$ cat config.mk
export PLATFORM = sky130hd
export DESIGN_NAME = heartbeat_offline_monitor_top
export DESIGN_NICKNAME = d
export VERILOG_FILES = /design/src/design/hbom_pkg.sv /design/src/design/heartbeat_offline_monitor_top.sv /design/src/design/hbom_stamp_ram.sv /design/src/design/hbom_scan.sv /design/src/design/hbom_indicator.sv
export VERILOG_INCLUDE_DIRS = /design/src /design/src/design
export SDC_FILE = /design/constraint.sdc
export NUM_CORES = 1
export LEC_CHECK = 0
export BUFFER_PORTS_ARGS = -buffer_cell sky130_fd_sc_hd__buf_2
export CAP_MARGIN = 20
export CELL_PAD_IN_SITES_DETAIL_PLACEMENT = 1
export CELL_PAD_IN_SITES_GLOBAL_PLACEMENT = 1
export CORE_ASPECT_RATIO = 1.1
export CORE_MARGIN = 1.5
export CORE_UTILIZATION = 35
export CTS_BUF_LIST = sky130_fd_sc_hd__clkbuf_16
export DETAILED_ROUTE_END_ITERATION = 16
export GPL_TIMING_DRIVEN = 0
export PLACE_DENSITY = 0.63
export SLEW_MARGIN = 20
export SYNTH_ARGS = -nofsm -noshare
export SYNTH_HDL_FRONTEND = slang
export SYNTH_SLANG_ARGS = --single-unit
$ cat constraint.sdc
create_clock -name clk -period 5.4 [get_ports clk]
set_input_delay 0.27 -clock clk [delete_from_list [all_inputs] [get_ports clk]]
set_output_delay 0.27 -clock clk [all_outputs]
set_load 0.02 [all_outputs]
$ cat src/design/heartbeat_offline_monitor_top_assert.svh
// ----------------------------------------------------------------------------
// Assertion macros for the heartbeat offline monitor
// Shared property templates, sampled on clk and disabled in reset.
// ----------------------------------------------------------------------------
`ifndef HEARTBEAT_OFFLINE_MONITOR_TOP_ASSERT_SVH
`define HEARTBEAT_OFFLINE_MONITOR_TOP_ASSERT_SVH

// same-cycle implication
`define HBOM_ASSERT_NOW(lbl, ante, cons, msg) \
	lbl: assert property (@(posedge clk) disable iff (!arst_n) (ante) |-> (cons)) \
		else $error(msg);

// next-cycle implication
`define HBOM_ASSERT_NEXT(lbl, ante, cons, msg) \
	lbl: assert property (@(posedge clk) disable iff (!arst_n) (ante) |=> (cons)) \
		else $error(msg);

`endif

$ cat src/design/hbom_pkg.sv
// ----------------------------------------------------------------------------
// hbom_pkg
// Types, constants and helpers of the heartbeat offline monitor.
// ----------------------------------------------------------------------------
package hbom_pkg;

	localparam int CHANNELS = 12;
	localparam int CH_W     = 4;
	localparam int TS_W     = 32;
	localparam int TMO_W    = 16;
	localparam int PRIO_W   = 4;
	localparam int BLINK_W  = 3;
	localparam int TUNE_W   = 16;
	localparam int BEEP_W   = 15;
	localparam int PHASE_W  = 6;
	localparam int CFG_AW   = 3;
	localparam int CFG_DW   = 48;
	localparam int FLASH_MAX = 7;
	localparam int FLASH_SPACING = 6;

	localparam logic [CH_W-1:0]    NO_SEL     = CH_W'(CHANNELS);
	localparam logic [PHASE_W-1:0] PHASE_WRAP = PHASE_W'(50);

	typedef enum logic [1:0] {
		FUNC_BEAT = 2'd0,
		FUNC_TICK = 2'd1,
		FUNC_SCAN = 2'd2,
		FUNC_NOP  = 2'd3
	} func_t;

	typedef enum logic [CFG_AW-1:0] {
		REG_TIMEOUT  = 3'd0,
		REG_ENABLE   = 3'd1,
		REG_PRIORITY = 3'd2,
		REG_BLINK    = 3'd3,
		REG_TUNE     = 3'd4
	} reg_idx_t;

	typedef struct packed {
		logic                done;
		logic [CHANNELS-1:0] mask;
		logic                err;
		logic [CH_W-1:0]     sel;
	} scan_res_t;

	typedef struct packed {
		logic              led;
		logic [BEEP_W-1:0] beep;
		logic [PHASE_W-1:0] phase;
	} ind_t;

	function automatic logic [PRIO_W-1:0] chan_prio(
		input logic [CHANNELS*PRIO_W-1:0] tbl, input logic [CH_W-1:0] ch);
		logic [PRIO_W-1:0] p;
		p = '0;
		for (int i = 0; i < CHANNELS; i++) begin
			if (ch == CH_W'(i))
				p = tbl[i*PRIO_W +: PRIO_W];
		end
		return p;
	endfunction

	function automatic logic [BLINK_W-1:0] chan_blinks(
		input logic [CHANNELS*BLINK_W-1:0] tbl, input logic [CH_W-1:0] ch);
		logic [BLINK_W-1:0] n;
		n = '0;
		for (int i = 0; i < CHANNELS; i++) begin
			if (ch == CH_W'(i))
				n = tbl[i*BLINK_W +: BLINK_W];
		end
		return n;
	endfunction

	// flash slot 1..7 for phases 1, 7, 13, ..., 37; 0 elsewhere
	function automatic logic [BLINK_W-1:0] phase_slot(input logic [PHASE_W-1:0] p);
		logic [BLINK_W-1:0] s;
		s = '0;
		for (int j = 0; j < FLASH_MAX; j++) begin
			if (p == PHASE_W'(1 + FLASH_SPACING*j))
				s = BLINK_W'(j + 1);
		end
		return s;
	endfunction

endpackage

$ cat src/design/heartbeat_offline_monitor_top.sv
// ----------------------------------------------------------------------------
// heartbeat_offline_monitor_top
// Multi-channel heartbeat watchdog with offline selection and LED/beep flash.
//
//  Channel   Dir  Contents
//  s_axis    in   tuser = func[1:0]; tdata = channel[3:0]
//  m_axis    out  tdata = mask, error, selection, LED, beep, phase (one per scan)
//  cfg       in   cfg_we / cfg_addr / cfg_wdata register writes
//
//  Heartbeats and ticks are handled as they are accepted; a scan's length is
//  set by the one-entry-per-cycle walk of the stamp RAM read port.
//  s_axis_tready stays low while a scan runs or its item waits on a full
//  output register; heartbeats and ticks pass while a finished item waits.
//  Reset clears time, stamps (through per-entry valid bits) and indicator.
// ----------------------------------------------------------------------------
module heartbeat_offline_monitor_top (
	input  logic                          clk,
	input  logic                          arst_n,
	input  logic                          s_axis_tvalid,
	output logic                          s_axis_tready,
	input  logic [7:0]                    s_axis_tdata,  // channel[3:0], zero pad
	input  logic [1:0]                    s_axis_tuser,  // func[1:0]
	output logic                          m_axis_tvalid,
	input  logic                          m_axis_tready,
	// offline_mask[11:0], error_present[12], selected_channel[16:13],
	// led_red[17], beep_level[32:18], blink_phase[38:33], zero pad[39]
	output logic [39:0]                   m_axis_tdata,
	input  logic                          cfg_we,
	input  logic [hbom_pkg::CFG_AW-1:0]   cfg_addr,
	input  logic [hbom_pkg::CFG_DW-1:0]   cfg_wdata
);

`include "heartbeat_offline_monitor_top_assert.svh"

	logic [hbom_pkg::TMO_W-1:0]                     timeout_q;
	logic [hbom_pkg::CHANNELS-1:0]                  enable_q;
	logic [hbom_pkg::CHANNELS*hbom_pkg::PRIO_W-1:0] prio_q;
	logic [hbom_pkg::CHANNELS*hbom_pkg::BLINK_W-1:0] blink_q;
	logic [hbom_pkg::TUNE_W-1:0]                    tune_q;
	logic [hbom_pkg::TS_W-1:0]                      now_q;

	logic                        accept;
	hbom_pkg::func_t             func;
	logic [hbom_pkg::CH_W-1:0]   chan;
	logic                        beat_we;
	logic                        scan_start;
	logic                        busy;
	logic                        go;
	logic                        commit;
	logic                        rd_en;
	logic [hbom_pkg::CH_W-1:0]   rd_addr;
	logic [hbom_pkg::TS_W-1:0]   rd_data;
	hbom_pkg::scan_res_t         res;
	hbom_pkg::ind_t              ind;
	logic                        out_vld_q;
	logic [39:0]                 out_data_q;

	assign func   = hbom_pkg::func_t'(s_axis_tuser);
	assign chan   = s_axis_tdata[hbom_pkg::CH_W-1:0];
	assign accept = s_axis_tvalid && s_axis_tready;
	assign s_axis_tready = !busy;

	assign beat_we = accept && (func == hbom_pkg::FUNC_BEAT) &&
		(chan < hbom_pkg::CH_W'(hbom_pkg::CHANNELS)) && enable_q[chan];
	assign scan_start = accept && (func == hbom_pkg::FUNC_SCAN);

	assign go     = !out_vld_q || m_axis_tready;
	assign commit = res.done && go;

	always_ff @(posedge clk or negedge arst_n) begin
		if (!arst_n) begin
			timeout_q <= hbom_pkg::TMO_W'(200);
			enable_q  <= '1;
			prio_q    <= '0;
			blink_q   <= '0;
			tune_q    <= '0;
		end else if (cfg_we) begin
			case (cfg_addr)
				hbom_pkg::REG_TIMEOUT:  timeout_q <= cfg_wdata[hbom_pkg::TMO_W-1:0];
				hbom_pkg::REG_ENABLE:   enable_q  <= cfg_wdata[hbom_pkg::CHANNELS-1:0];
				hbom_pkg::REG_PRIORITY: prio_q    <= cfg_wdata[hbom_pkg::CHANNELS*hbom_pkg::PRIO_W-1:0];
				hbom_pkg::REG_BLINK:    blink_q   <= cfg_wdata[hbom_pkg::CHANNELS*hbom_pkg::BLINK_W-1:0];
				hbom_pkg::REG_TUNE:     tune_q    <= cfg_wdata[hbom_pkg::TUNE_W-1:0];
				default: begin
				end
			endcase
		end
	end

	always_ff @(posedge clk or negedge arst_n) begin
		if (!arst_n)
			now_q <= '0;
		else if (accept && (func == hbom_pkg::FUNC_TICK))
			now_q <= now_q + 1'b1;
	end

	hbom_stamp_ram u_ram (
		.clk    (clk),
		.arst_n (arst_n),
		.we     (beat_we),
		.waddr  (chan),
		.wdata  (now_q),
		.re     (rd_en),
		.raddr  (rd_addr),
		.rdata  (rd_data)
	);

	hbom_scan u_scan (
		.clk      (clk),
		.arst_n   (arst_n),
		.start    (scan_start),
		.go       (go),
		.now_ms   (now_q),
		.timeout  (timeout_q),
		.enable   (enable_q),
		.prio_tbl (prio_q),
		.busy     (busy),
		.re       (rd_en),
		.raddr    (rd_addr),
		.rdata    (rd_data),
		.res      (res)
	);

	hbom_indicator u_ind (
		.clk       (clk),
		.arst_n    (arst_n),
		.commit    (commit),
		.sel       (res.sel),
		.blink_tbl (blink_q),
		.tune      (tune_q),
		.ind       (ind)
	);

	always_ff @(posedge clk) begin
		if (commit)
			out_data_q <= {1'b0, ind.phase, ind.beep, ind.led, res.sel, res.err, res.mask};
	end

	always_ff @(posedge clk or negedge arst_n) begin
		if (!arst_n)
			out_vld_q <= 1'b0;
		else if (commit)
			out_vld_q <= 1'b1;
		else if (m_axis_tready)
			out_vld_q <= 1'b0;
	end

	assign m_axis_tvalid = out_vld_q;
	assign m_axis_tdata  = out_data_q;

	`HBOM_ASSERT_NOW(a_phase_range, m_axis_tvalid, m_axis_tdata[38:33] <= hbom_pkg::PHASE_WRAP, "phase beyond wrap")
	`HBOM_ASSERT_NOW(a_noerr_nosel, m_axis_tvalid && !m_axis_tdata[12], m_axis_tdata[16:13] == hbom_pkg::NO_SEL, "selection without offline channel")
	`HBOM_ASSERT_NOW(a_err_mask, m_axis_tvalid, m_axis_tdata[12] == (m_axis_tdata[11:0] != 12'd0), "error flag disagrees with mask")
	`HBOM_ASSERT_NEXT(a_scan_busy, scan_start, !s_axis_tready, "input taken during scan")

endmodule

$ cat src/design/hbom_stamp_ram.sv
// ----------------------------------------------------------------------------
// hbom_stamp_ram
// Last-heard stamp store, one write and one registered read port.
// ----------------------------------------------------------------------------
module hbom_stamp_ram (
	input  logic                                  clk,
	input  logic                                  arst_n,
	input  logic                                  we,
	input  logic [hbom_pkg::CH_W-1:0]             waddr,
	input  logic [hbom_pkg::TS_W-1:0]             wdata,
	input  logic                                  re,
	input  logic [hbom_pkg::CH_W-1:0]             raddr,
	output logic [hbom_pkg::TS_W-1:0]             rdata
);

	logic [hbom_pkg::TS_W-1:0]     mem [hbom_pkg::CHANNELS];
	logic [hbom_pkg::CHANNELS-1:0] vld_q;
	logic [hbom_pkg::TS_W-1:0]     rd_data_q;
	logic                          rd_vld_q;

	always_ff @(posedge clk) begin
		if (we)
			mem[waddr] <= wdata;
		if (re)
			rd_data_q <= mem[raddr];
	end

	always_ff @(posedge clk or negedge arst_n) begin
		if (!arst_n) begin
			vld_q    <= '0;
			rd_vld_q <= 1'b0;
		end else begin
			if (we)
				vld_q[waddr] <= 1'b1;
			if (re)
				rd_vld_q <= vld_q[raddr];
		end
	end

	// unwritten entries read as zero
	assign rdata = rd_vld_q ? rd_data_q : '0;

endmodule

$ cat src/design/hbom_scan.sv
// ----------------------------------------------------------------------------
// hbom_scan
// Scan sequencer: walks the stamp store, flags offline channels, selects.
// ----------------------------------------------------------------------------
module hbom_scan (
	input  logic                                           clk,
	input  logic                                           arst_n,
	input  logic                                           start,
	input  logic                                           go,
	input  logic [hbom_pkg::TS_W-1:0]                      now_ms,
	input  logic [hbom_pkg::TMO_W-1:0]                     timeout,
	input  logic [hbom_pkg::CHANNELS-1:0]                  enable,
	input  logic [hbom_pkg::CHANNELS*hbom_pkg::PRIO_W-1:0] prio_tbl,
	output logic                                           busy,
	output logic                                           re,
	output logic [hbom_pkg::CH_W-1:0]                      raddr,
	input  logic [hbom_pkg::TS_W-1:0]                      rdata,
	output hbom_pkg::scan_res_t                            res
);

	typedef enum logic [3:0] {
		ST_IDLE  = 4'b0001,
		ST_READ  = 4'b0010,
		ST_DRAIN = 4'b0100,
		ST_DONE  = 4'b1000
	} scan_state_t;

	scan_state_t                   state_q;
	logic [hbom_pkg::CH_W-1:0]     cnt_q;
	logic                          vld_s1;
	logic [hbom_pkg::CH_W-1:0]     idx_s1;
	logic                          vld_s2;
	logic                          off_s2;
	logic [hbom_pkg::CH_W-1:0]     idx_s2;
	logic [hbom_pkg::CHANNELS-1:0] mask_q;
	logic [hbom_pkg::PRIO_W-1:0]   best_q;
	logic [hbom_pkg::CH_W-1:0]     work_sel_q;
	logic [hbom_pkg::CH_W-1:0]     cur_sel_q;
	logic [hbom_pkg::TS_W-1:0]     delta;
	logic                          en_bit;
	logic [hbom_pkg::PRIO_W-1:0]   prio_s2;
	logic                          err;
	logic [hbom_pkg::CH_W-1:0]     sel_fin;

	assign re    = (state_q == ST_READ);
	assign raddr = cnt_q;
	assign busy  = (state_q != ST_IDLE);

	assign delta   = now_ms - rdata;
	assign en_bit  = (idx_s1 < hbom_pkg::CH_W'(hbom_pkg::CHANNELS)) && enable[idx_s1];
	assign prio_s2 = hbom_pkg::chan_prio(prio_tbl, idx_s2);

	assign err     = (mask_q != '0);
	assign sel_fin = err ? work_sel_q : hbom_pkg::NO_SEL;

	always_comb begin
		res.done = (state_q == ST_DONE);
		res.mask = mask_q;
		res.err  = err;
		res.sel  = sel_fin;
	end

	always_ff @(posedge clk) begin
		idx_s1 <= cnt_q;
		off_s2 <= en_bit && (delta > hbom_pkg::TS_W'(timeout));
		idx_s2 <= idx_s1;
	end

	always_ff @(posedge clk or negedge arst_n) begin
		if (!arst_n) begin
			state_q    <= ST_IDLE;
			cnt_q      <= '0;
			vld_s1     <= 1'b0;
			vld_s2     <= 1'b0;
			mask_q     <= '0;
			best_q     <= '0;
			work_sel_q <= hbom_pkg::NO_SEL;
			cur_sel_q  <= hbom_pkg::NO_SEL;
		end else begin
			vld_s1 <= re;
			vld_s2 <= vld_s1;
			// accumulate one channel per cycle
			if (vld_s2 && off_s2) begin
				mask_q <= mask_q | (hbom_pkg::CHANNELS'(1) << idx_s2);
				if (prio_s2 > best_q) begin
					best_q     <= prio_s2;
					work_sel_q <= idx_s2;
				end
			end
			case (state_q)
				ST_IDLE: begin
					if (start) begin
						state_q    <= ST_READ;
						cnt_q      <= '0;
						mask_q     <= '0;
						best_q     <= '0;
						work_sel_q <= cur_sel_q;
					end
				end
				ST_READ: begin
					cnt_q <= cnt_q + 1'b1;
					if (cnt_q == hbom_pkg::CH_W'(hbom_pkg::CHANNELS - 1))
						state_q <= ST_DRAIN;
				end
				ST_DRAIN: begin
					if (!vld_s1 && !vld_s2)
						state_q <= ST_DONE;
				end
				ST_DONE: begin
					if (go) begin
						cur_sel_q <= sel_fin;
						state_q   <= ST_IDLE;
					end
				end
				default: begin
					state_q <= ST_IDLE;
				end
			endcase
		end
	end

endmodule

$ cat src/design/hbom_indicator.sv
// ----------------------------------------------------------------------------
// hbom_indicator
// Blink phase counter, red LED level and beep drive.
// ----------------------------------------------------------------------------
module hbom_indicator (
	input  logic                                            clk,
	input  logic                                            arst_n,
	input  logic                                            commit,
	input  logic [hbom_pkg::CH_W-1:0]                       sel,
	input  logic [hbom_pkg::CHANNELS*hbom_pkg::BLINK_W-1:0] blink_tbl,
	input  logic [hbom_pkg::TUNE_W-1:0]                     tune,
	output hbom_pkg::ind_t                                  ind
);

	logic [hbom_pkg::PHASE_W-1:0] phase_q;
	logic                         red_q;
	logic                         active;
	logic [hbom_pkg::BLINK_W-1:0] n;
	logic [hbom_pkg::BLINK_W-1:0] slot;
	logic [hbom_pkg::PHASE_W-1:0] phase_nx;
	logic                         flash;

	assign active = (sel != hbom_pkg::NO_SEL);
	assign n      = hbom_pkg::chan_blinks(blink_tbl, sel);

	always_comb begin
		if (!active)
			phase_nx = phase_q;
		else if (phase_q >= hbom_pkg::PHASE_WRAP)
			phase_nx = '0;
		else
			phase_nx = phase_q + 1'b1;
	end

	assign slot  = hbom_pkg::phase_slot(phase_nx);
	assign flash = (slot != '0) && (slot <= n);

	always_comb begin
		ind.phase = phase_nx;
		ind.led   = active ? ((n == '0) || flash) : red_q;
		ind.beep  = (active && (n != '0) && flash) ? tune[hbom_pkg::TUNE_W-1:1] : '0;
	end

	always_ff @(posedge clk or negedge arst_n) begin
		if (!arst_n) begin
			phase_q <= '0;
			red_q   <= 1'b0;
		end else if (commit) begin
			phase_q <= phase_nx;
			red_q   <= ind.led;
		end
	end

endmodule
== After elaboration in Yosys (flattened, before gate mapping) ==
Memories as Yosys holds them, arrays and structs flattened. A register that Yosys moved wholly into a read port is not among the register bits.
Index checks and enable logic that the tools add are counted.

* Bitwise gates (word level): 2
* $add $sub $neg: 4
* Reductions and logical operators: 39
* Equality and inequality tests: 46
* Multiplexer cells: 66
* $lt $le $gt $ge: 10
* Shift operators: 1

{| class="wikitable"
|+ Operators with widths
! cell !! number
|-
| 4-bit 2-to-1 mux || 26
|-
| 3-bit 2-to-1 mux || 16
|-
| 4-bit equality test (second input constant) || 10
|-
| 4-bit by 3-bit equality test with 1-bit output (second input constant) || 9
|-
| 12-bit 2-to-1 mux || 3
|-
| 32-bit by 1-bit adder with 32-bit output (second input constant) || 1
|-
| 32-bit by 16-bit greater-than comparator with 1-bit output || 1
|-
| 32-bit 2-to-1 mux || 1
|-
| 32-bit subtractor || 1
|-
| 12-bit OR || 2
|-
| 4-bit by 2-bit equality test with 1-bit output (second input constant) || 5
|-
| 6-bit by 5-bit equality test with 1-bit output (second input constant) || 3
|-
| 4-bit one-hot mux with 4 select lines || 1
|-
| 1-bit logical AND || 15
|-
| 4-bit by 5-bit < comparator with 1-bit output (second input constant) || 3
|-
| 2-bit AND reduction || 7
|-
| 1-bit binary-select mux with 4-bit select || 3
|-
| 4-bit by 1-bit equality test with 1-bit output (second input constant) || 3
|-
| 6-bit 2-to-1 mux || 2
|-
| 12-bit nonzero test || 1
|-
| 1-bit by 4-bit << shifter with 12-bit output (first input constant) || 1
|-
| 1-bit 2-to-1 mux || 10
|-
| 4-bit zero test || 2
|-
| 4-bit < comparator (second input constant) || 2
|-
| other kinds (29) || 40
|}

* Logic and storage cells: 193
* Memories: 1
* Memory bits (writable): 384
* Register bits: 263

{| class="wikitable"
|+ Memory list
! memory !! words !! width !! read ports !! clocked after memory_dff !! wr ports !! RTL line !! RTL
|-
| u_ram.mem || 12 || 32 || 1 || 1 || 1 || hbom_stamp_ram.sv:16 || <nowiki>logic [hbom_pkg::TS_W-1:0] mem [hbom_pkg::CHANNELS];</nowiki>
|}

== Logic depth before layout (Yosys ltp) ==
Gate-level depths: netlist of the first run.

* Word-level depth: 19
* Mapped depth: 22

== By module ==
Synthesis of the first run repeated with hierarchy kept, for this count alone.

* Cell total of the unflattened synthesis: 1965
* Area total of the unflattened synthesis: 30030.1 um2

{| class="wikitable"
|+ By module, submodules not included
! module !! instances !! area an instance (um2) !! cells an instance
|-
| hbom_stamp_ram || 1 || 16216.8 || 733
|-
| heartbeat_offline_monitor_top || 1 || 7717.4 || 467
|-
| hbom_scan || 1 || 4548.1 || 564
|-
| hbom_indicator || 1 || 1547.7 || 201
|}

== Worst setup path after synthesis of the first run ==
No wires, ideal clock.

* Kind: register to register
* Start: reg u_scan.state_q[0]
* End: mem u_ram.mem[0][0] (netlist bit), enable pin
* Required time: 4.937 ns
* Setup time: 0.463 ns
* Path slack: 0.802 ns
* Cell stages (with the launch flop): 7
* Arrival time: 4.135 ns
* Period minus slack after synthesis: 4.598 ns
* Cells stage by stage: dfstp_2 nor4b_2 nand2_1 nor2_1 nand3b_1 or3_1 nor3_1

* Cells in the longest elaborated chain, start to end: 8

{| class="wikitable"
|+ Ends and longest elaborated chain
! element !! RTL line !! RTL
|-
| start: declaration || hbom_scan.sv:28 || <nowiki>scan_state_t state_q;</nowiki>
|-
| start signal: assignment || hbom_scan.sv:71 || <nowiki>state_q <= ST_IDLE;</nowiki>
|-
| start signal: assignment || hbom_scan.sv:93 || <nowiki>state_q <= ST_READ;</nowiki>
|-
| start signal: assignment || hbom_scan.sv:103 || <nowiki>state_q <= ST_DRAIN;</nowiki>
|-
| 4-bit by 1-bit != test with 1-bit output || hbom_scan.sv:47 || <nowiki>assign busy = (state_q != ST_IDLE);</nowiki>
|-
| 1-bit zero test || heartbeat_offline_monitor_top.sv:61 || <nowiki>assign s_axis_tready = !busy;</nowiki>
|-
| net s_axis_tready || heartbeat_offline_monitor_top.sv:20 || <nowiki>output logic s_axis_tready,</nowiki>
|-
| 1-bit logical AND || heartbeat_offline_monitor_top.sv:60 || <nowiki>assign accept = s_axis_tvalid && s_axis_tready;</nowiki>
|-
| 1-bit logical AND (2 in a row) || heartbeat_offline_monitor_top.sv:63 || <nowiki>assign beat_we = accept && (func == hbom_pkg::FUNC_BEAT) &&</nowiki>
|-
| 1-bit logical AND || heartbeat_offline_monitor_top.sv:64 || <nowiki>(chan < hbom_pkg::CH_W'(hbom_pkg::CHANNELS)) && enable_q[chan];</nowiki>
|-
| 1-bit 2-to-1 mux || hbom_stamp_ram.sv:22 || <nowiki>if (we)</nowiki>
|-
| 1-bit 2-to-1 mux (implied by the code) || hbom_stamp_ram.sv:23 || <nowiki>mem[waddr] <= wdata;</nowiki>
|-
| end: declaration || hbom_stamp_ram.sv:16 ||
|}

The timed path passes the listed nets, and every way through them passes these cells.

== Final worst setup path of the first run ==
* Start: reg u_ram.rd_vld_q
* End: reg u_scan.off_s2

* Cells in the longest elaborated chain, start to end: 4

{| class="wikitable"
|+ Ends and longest elaborated chain
! element !! RTL line !! RTL
|-
| start: declaration || hbom_stamp_ram.sv:19 || <nowiki>logic rd_vld_q;</nowiki>
|-
| start signal: assignment || hbom_stamp_ram.sv:36 || <nowiki>rd_vld_q <= vld_q[raddr];</nowiki>
|-
| 32-bit 2-to-1 mux || hbom_stamp_ram.sv:41 || <nowiki>assign rdata = rd_vld_q ? rd_data_q : '0;</nowiki>
|-
| 32-bit subtractor || hbom_scan.sv:49 || <nowiki>assign delta = now_ms - rdata;</nowiki>
|-
| 32-bit by 16-bit greater-than comparator with 1-bit output || hbom_scan.sv:65 || <nowiki>off_s2 <= en_bit && (delta > hbom_pkg::TS_W'(timeout));</nowiki>
|-
| 1-bit logical AND || hbom_scan.sv:65 ||
|-
| end signal: assignment || hbom_scan.sv:65 ||
|-
| end: declaration || hbom_scan.sv:33 || <nowiki>logic off_s2;</nowiki>
|}

No other way between the ends.
A chain may end at the register's enable or synchronous reset.

==> reports/qor.yml, run 1 <==
grt:
  grt.busiest_layer: "met2"
  met1_usage_pct: 23.6
  gr-usage-all-layers_pct: 19.0
  antenna_found_initial: 1
  use_met2_pct: 33.9
  met3_usage_pct: 2.58
  grt_pass1_vias: 19600
  grt_overflow_total: 0
  grt_max_degree: 93
  grt_pass1_wl_mm: 123
synth:
  syn_area_um2: 29600
  synth_nets: 2084
  synth.area.mux_share_pct: 14.9
  synth_fa_ha_area_share_pct: 2.52
  synth_top_cell_by_area: "edfxtp_1"
  ys_ff_latch: 678
  synth_cell_types: 89
  syn_inst: 1959
  synth_top_family_by_area: "multiplexers"
  synth_edf_count: 455
  yosys.area_share.xor_xnor_pct: 1.57
  ys_seq_area_share_pct: 64.9
  synthArstFlopShare_pct: 31.6
  synth_area_per_cell_um2: 15.1
  synth-compound-area-share_pct: 6.66
  yosys-top-cells-area: "edfxtp_1 46%, dfrtp_1 16%, mux4_2 8.8%, mux2_2 4.5%, ha_1 2.5%"
  synth_simple_gate_area_share_pct: 7.40
  yosys_warnings: 0
  synth_ff_type: "edfxtp_1"
  yosysTopAreaCellShare_pct: 46.2
layout:
  multi_input_area_um2: 9900
  area.sequential_um2: 19200
  final_cell_mix: "455 x edfxtp_1, 192 x dfrtp_1, 162 x nand2_1"
  area_growth_pct: 18.6
  final_common_cell: "edfxtp_1"
  antenna_cells: 0
  drive_above_1_share_pct: 25.5
  final_cells: 3416
  post-route-util_pct: 42.0
  n_fill_cell: 8442
  nets: 2348
placed_design:
  place_hpwl_mm: 57.5
  dp.cells: 3227
  io_buffers: 101
  gp_congestion: 0.863
timing:
  finalSetupViolCount: 0
  worst_pin_slew_ns: 1.12
  period_minus_slack_ns: 5.12
  skew_ns: 0.0323
  fmax_ghz: 0.195
  grt_setup_unrepaired: "false"
  fin_tns_setup_ns: 0
  worst_hold_slack_ns: 0.0334
  period_share_pct: 94.7
  slew_violations: 0
  slew_headroom_pct: 24.1
  hold_viol: 0
routing:
  drc_errors: 0
  firstDrtPassIters: 5
  vias: 17900
  avgRoutedWirePerCell_um: 23.7
  routed_wirelength_mm: 80.8
  ant_nets: 0
  dr.first_iter.drc_count: 1211
  vias_per_cell: 5.25
floorplan:
  io_pins: 108
  start_util_pct: 35.4
  fp.dieArea_um2: 86300
  core_um2: 83600
  num_rows: 111
  die_w_um: 280
  fp.dieH_um: 308
clock_tree:
  worstSkewPairLatency_ns: 0.63
  cts_tree: "done"
  cts_buffers: 75
  clk_path_buf_depth: 3
  root_buffer: "clkbuf_16"
  clkSinkCount: 678
  htreeDepth: 3
  path_clk_slew_ns: 0.07
worst_setup_path:
  path_class: "reg2reg"
  crit_buf_inv: 1
  cp-startpoint: "u_ram.rd_vld_q"
  crit_arrival_ns: 5.58
  crit_fanout: 5
  path_cells: "and2_1, ha_1, inv_1, fa_1, a211oi_2, o21ai_1, a21oi_1, o21ai_0, a21o_1, a21o_1, a2111o_1, o311ai_1, ha_1, nand4_1, nor3_4, a2bb2oi_2, a311oi_2, o2111ai_1, a2111oi_2, and4_1, a31oi_1"
  max_stage_delay_ns: 0.44
  critPathTopFamily: "compound AO/OA/AOI/OAI gates"
  cp-start-kind: "flop"
  required_ns: 5.87
  cpMaxStageDelayCell: "dfrtp_2"
  r2r-start: "u_ram.rd_vld_q"
  end_kind: "flop"
min_path:
  hold_path_class: "in2reg"
  hold_start: "cfg_wdata[13]"
pwr:
  p_leak_nw: 13.9
  ir_worst_vdd_uv: 226
  power_density_nw_per_um2: 430
run_status:
  status: "completed"
run:
  cap_violations: 0
==> cell type report <==
class                   instances  share of cell area (%)
clock inverters                61                    1.23
clock buffers                  79                    5.63
repair buffers                188                    4.43
flip-flops and latches        678                    54.8
plain buffers                  87                    1.09
multi-input cells            1134                    28.2
well taps                    1130                    4.03
inverters                      59                   0.638
==> cells in the mapped netlist (17+ instances only) <==
master and count:
mux2_2 119, nand3_1 32, clkbuf_1 62, o21ai_0 107, inv_1 54, mux2i_1 45, and2_1 23, xor2_1 20
dfrtp_1 194, edfxtp_1 455, mux4_2 116, nand2_1 162, ha_1 58, xnor2_1 33, or2_2 17, nor2_1 84
dfstp_2 20, nor3_1 20, buf_1 17, a21oi_1 54
==> worst paths after layout <==
path / end / slack (ns) / depth (start not counted)
hold / removal: timeout_q[13] / 0.03 / 3
max in group asynchronous: u_scan.state_q[0] / 4.42 / 3
setup reg to reg: u_scan.off_s2 / 0.28 / 21
hold reg to reg: u_scan.idx_s2[3] / 0.37 / 0
setup / recovery: u_scan.off_s2 / 0.28 / 21
min in group asynchronous: blink_q[9] / 0.13 / 2
==> logic make-up (layout without fill, tap and decap cells) <==
| logic type | after synthesis | count (layout) |
|---|---|---|
| AO/OA/AOI/OAI | 301 | 301 |
| AND/OR/NAND/NOR | 440 | 440 |
| buffers and inverters | 147 | 474 |
| adder cells (fa/ha/maj) | 59 | 59 |
| multiplexers | 280 | 280 |
| other | 1 | 1 |
| XOR/XNOR | 53 | 53 |
| flip-flops | 678 | 678 |
==> state kept, by name (all words and copies together), names as in the netlist, 6 cells and up <==
register	count
u_ram.vld_q	12
now_q	32
u_ind.phase_q	6
u_ram.mem	384
tune_q	15
enable_q	12
m_axis_tdata	39
timeout_q	16
u_ram.rd_data_q	32
u_scan.mask_q	12
prio_q	48
blink_q	36
==> worst register-to-register path: stages, from the launching register on <==
cell and delay, ns:
dfrtp_2 0.44, and2_1 0.18, ha_1 0.18, inv_1 0.06, fa_1 0.43, a211oi_2 0.27
o21ai_1 0.14, a21oi_1 0.16, o21ai_0 0.14, a21o_1 0.20, a21o_1 0.21, a2111o_1 0.41
o311ai_1 0.15, ha_1 0.25, nand4_1 0.19, nor3_4 0.28, a2bb2oi_2 0.13, a311oi_2 0.27
o2111ai_1 0.18, a2111oi_2 0.31, and4_1 0.24, a31oi_1 0.15
==> power by group <==
| part | switching (mW) | internal (mW) | total, mW |
|---|---|---|---|
| registers | 0.263 | 5.94 | 6.21 |
| logic | 2.28 | 1.61 | 3.89 |
| clock network | 2.14 | 2.86 | 5.00 |
==> through the flow <==
stage               instance area (µm²)  power [mW]  setup slack, ns
finish                            35100        15.1            0.285
global placement                  31500        10.0            -2.95
floorplan                         29600        8.84            0.802
detailed placement                32200        10.2           -0.674
CTS                               35100        15.2           0.0180
global route                      35100        15.8           0.0420
==> layer usage <==
metal / wire (µm) / vias up
li1: - / 8052
met1: 34100 / 9407
met2: 41700 / 350
met3: 2650 / 130
met4: 2440 / 0
met5: 0 / -
==> timing repair <==
| action | 4_1_cts | 5_1_grt |
|---|---|---|
| resized for setup | 6 | 11 |
| hold endpoints to repair | 278 | 0 |
| hold buffers | 47 | 0 |
| pin swaps | 0 | 4 |
| endpoints found under the setup margin | 1 | 2 |
| setup buffers | 0 | 3 |
(Power assumes the default switching activity.)
==> run 2, diff against run 1 <==
--- a/config.mk
+++ b/config.mk
@@ -11,7 +11,7 @@
 export CELL_PAD_IN_SITES_DETAIL_PLACEMENT = 1
 export CELL_PAD_IN_SITES_GLOBAL_PLACEMENT = 1
 export CORE_ASPECT_RATIO = 1.1
-export CORE_MARGIN = 1.5
+export CORE_MARGIN = 2
 export CORE_UTILIZATION = 35
 export CTS_BUF_LIST = sky130_fd_sc_hd__clkbuf_16
 export DETAILED_ROUTE_END_ITERATION = 16
==> run 2 against run 1 <==
Net effect: power up 1.1%; combinational power fell by 1%; first-iteration DRC count fell by 12%; sequential share of layout area is essentially flat; largest cell class unchanged; highest routed layer unchanged.
==> reports/qor.yml, run 2 (synthesis gave the netlist of run 1 again) <==
pwr:
  p_leak_nw: 14.0  # +0.33%
  ir_worst_vdd_uv: 198  # -12%
  power_density_nw_per_um2: 435  # +1.0%
routing:
  ant_nets: 0  # unchanged
  drc_errors: 0  # unchanged
  firstDrtPassIters: 5  # unchanged
  dr.first_iter.drc_count: 1071  # -12%
  vias_per_cell: 5.26  # +0.13%
  avgRoutedWirePerCell_um: 23.6  # about the same
  routed_wirelength_mm: 80.5  # -0.40%
  vias: 17900  # -0.19%
worst_setup_path:
  critPathTopFamily: "compound AO/OA/AOI/OAI gates"
  required_ns: 5.86  # about the same
  path_class: "reg2reg"
  cp-start-kind: "flop"
  crit_buf_inv: 2  # +1
  end_kind: "flop"
  max_stage_delay_ns: 0.52  # +0.08 ns
  path_cells: "inv_1, ha_1, inv_1, fa_1, a211oi_2, o21ai_0, a21oi_1, o21ai_0, a21o_1, a21o_1, a2111o_1, o311ai_0, ha_1, nand4_1, nor3_2, a2bb2oi_1, a311oi_2, o2111ai_1, a2111oi_2, and4_1, a31oi_1"
  crit_arrival_ns: 5.64  # +0.06 ns
  reg2reg_setup_slack_ns: 0.22  # -0.07 ns
  crit_fanout: 15  # +10
  cpMaxStageDelayCell: "dfrtp_2"
timing:
  worst_pin_slew_ns: 1.16  # +0.0348 ns
  fmax_ghz: 0.193  # -1.3%
  finalSetupViolCount: 0  # unchanged
  period_minus_slack_ns: 5.18  # +0.0684 ns
  grt_setup_unrepaired: "true"
  period_share_pct: 96.0  # +1.3 points
  hold_viol: 0  # unchanged
  skew_ns: 0.0277  # -0.00453 ns
  fin_tns_setup_ns: 0  # unchanged
  slew_violations: 0  # unchanged
  slew_headroom_pct: 22.8  # -1.3 points
placed_design:
  place_hpwl_mm: 57.7  # +0.33%
  gp_congestion: 0.856  # -0.83%
  io_buffers: 101  # unchanged
clock_tree:
  worstSkewPairLatency_ns: 0.61  # -0.02 ns
  cts_buffers: 76  # +1.3%
  root_buffer: "clkbuf_16"
  cts_tree: "done"
  clk_path_buf_depth: 3  # unchanged
  clkSinkCount: 678  # unchanged
  path_clk_slew_ns: 0.06  # about the same
  htreeDepth: 3  # unchanged
layout:
  nets: 2338  # -0.43%
  final_cell_mix: "455 x edfxtp_1, 192 x dfrtp_1, 162 x nand2_1"
  drive_above_1_share_pct: 25.4  # -0.085 points
  regMostFlops: "u_ram.mem"
  n_fill_cell: 8411  # -0.37%
  largest_reg_flops: 384  # unchanged
  reg_top3: "u_ram.mem x384, prio_q x48, m_axis_tdata x39"
  area_growth_pct: 18.7  # about the same
  final_common_cell: "edfxtp_1"
  post-route-util_pct: 42.0  # about the same
grt:
  grt_pass1_vias: 19500  # -0.21%
  gr-usage-all-layers_pct: 18.9  # -0.14 points
  grt_pass1_wl_mm: 123  # about the same
  grt_overflow_total: 0  # unchanged
  grt_max_degree: 94  # +1.1%
  antenna_found_initial: 1  # unchanged
run_status:
  status: "completed"
floorplan:
  fp.dieArea_um2: 86900  # +0.68%
  start_util_pct: 35.4  # unchanged
  io_pins: 108  # unchanged
  die_w_um: 281  # +0.36%
  fp.dieH_um: 309  # +0.32%
  core_um2: 83600  # unchanged
  num_rows: 111  # unchanged
min_path:
  hold_path_class: "in2reg"
run:
  cap_violations: 0  # unchanged
[run 2: final timing paths]
path | to | cells past startpoint | startpoint
worst max-delay path | u_scan.off_s2 | 21 | now_q[0]
worst min-delay path | blink_q[13] | 2 | cfg_wdata[13]
worst max register to register | u_scan.off_s2 | 21 | now_q[0]
worst min register to register | u_scan.vld_s2 | 0 | u_scan.vld_s1
max in group asynchronous | u_scan.state_q[0] | 3 | arst_n
min in group asynchronous | u_ind.phase_q[0] | 2 | arst_n
[run 2: worst reg2reg max path, delay by kind of cell (launching register included)]
kind / cells / cell delay, ns
buf+inv: 2 / 0.20
flops: 1 / 0.52
fa+ha+maj: 3 / 0.84
simple gates: 3 / 0.58
compound gates: 13 / 2.87
[run 2: final cells by class]
class | instances | area, µm² | area share (%)
Antenna cell | 1 | 2.50 | 0.00712
Clock buffer | 85 | 2130 | 6.05
Multi-Input combinational cell | 1134 | 9880 | 28.1
Sequential cell | 678 | 19200 | 54.7
Inverter | 59 | 224 | 0.637
Tap cell | 1130 | 1410 | 4.02
Buffer | 87 | 385 | 1.10
Clock inverter | 54 | 409 | 1.16
Timing Repair Buffer | 177 | 1460 | 4.16
[run 2: what timing repair did]
| action | in CTS | in global routing |
|---|---|---|
| hold buffers | 40 | 0 |
| setup buffers | 0 | 0 |
| gates resized for setup | 5 | 7 |
| endpoints found under the hold margin | 114 | 0 |
| setup endpoints to repair | 1 | 4 |
[run 2: metrics by stage]
step	cells	cell area, µm²	total power, mW	hold slack [ns]	setup WS, ns
after floorplan	1959	29600	8.84	-0.0256	0.802
after global placement	3190	31500	10.0	0.356	-2.80
after detailed placement	3226	32200	10.1	0.237	-0.550
after CTS	3404	35100	15.4	0.000150	0.0289
after global routing	3404	35100	16.0	0.0136	-0.124
final	3405	35100	15.3	0.0296	0.217
[run 2: per-layer routing]
metal	wire length, µm	track usage (%)	vias up
li1	-	-	8037
met5	0	0	-
met4	2350	6.62	0
met1	34200	23.9	9398
met2	41300	33.4	349
met3	2750	2.15	121
[run 2: report_power, final]
part	internal (mW)	switching, mW	leakage [nW]
logic	1.59	2.25	4.94
clock network	3.11	2.09	1.33
registers	5.94	0.276	7.69
total	10.6	4.62	14.0
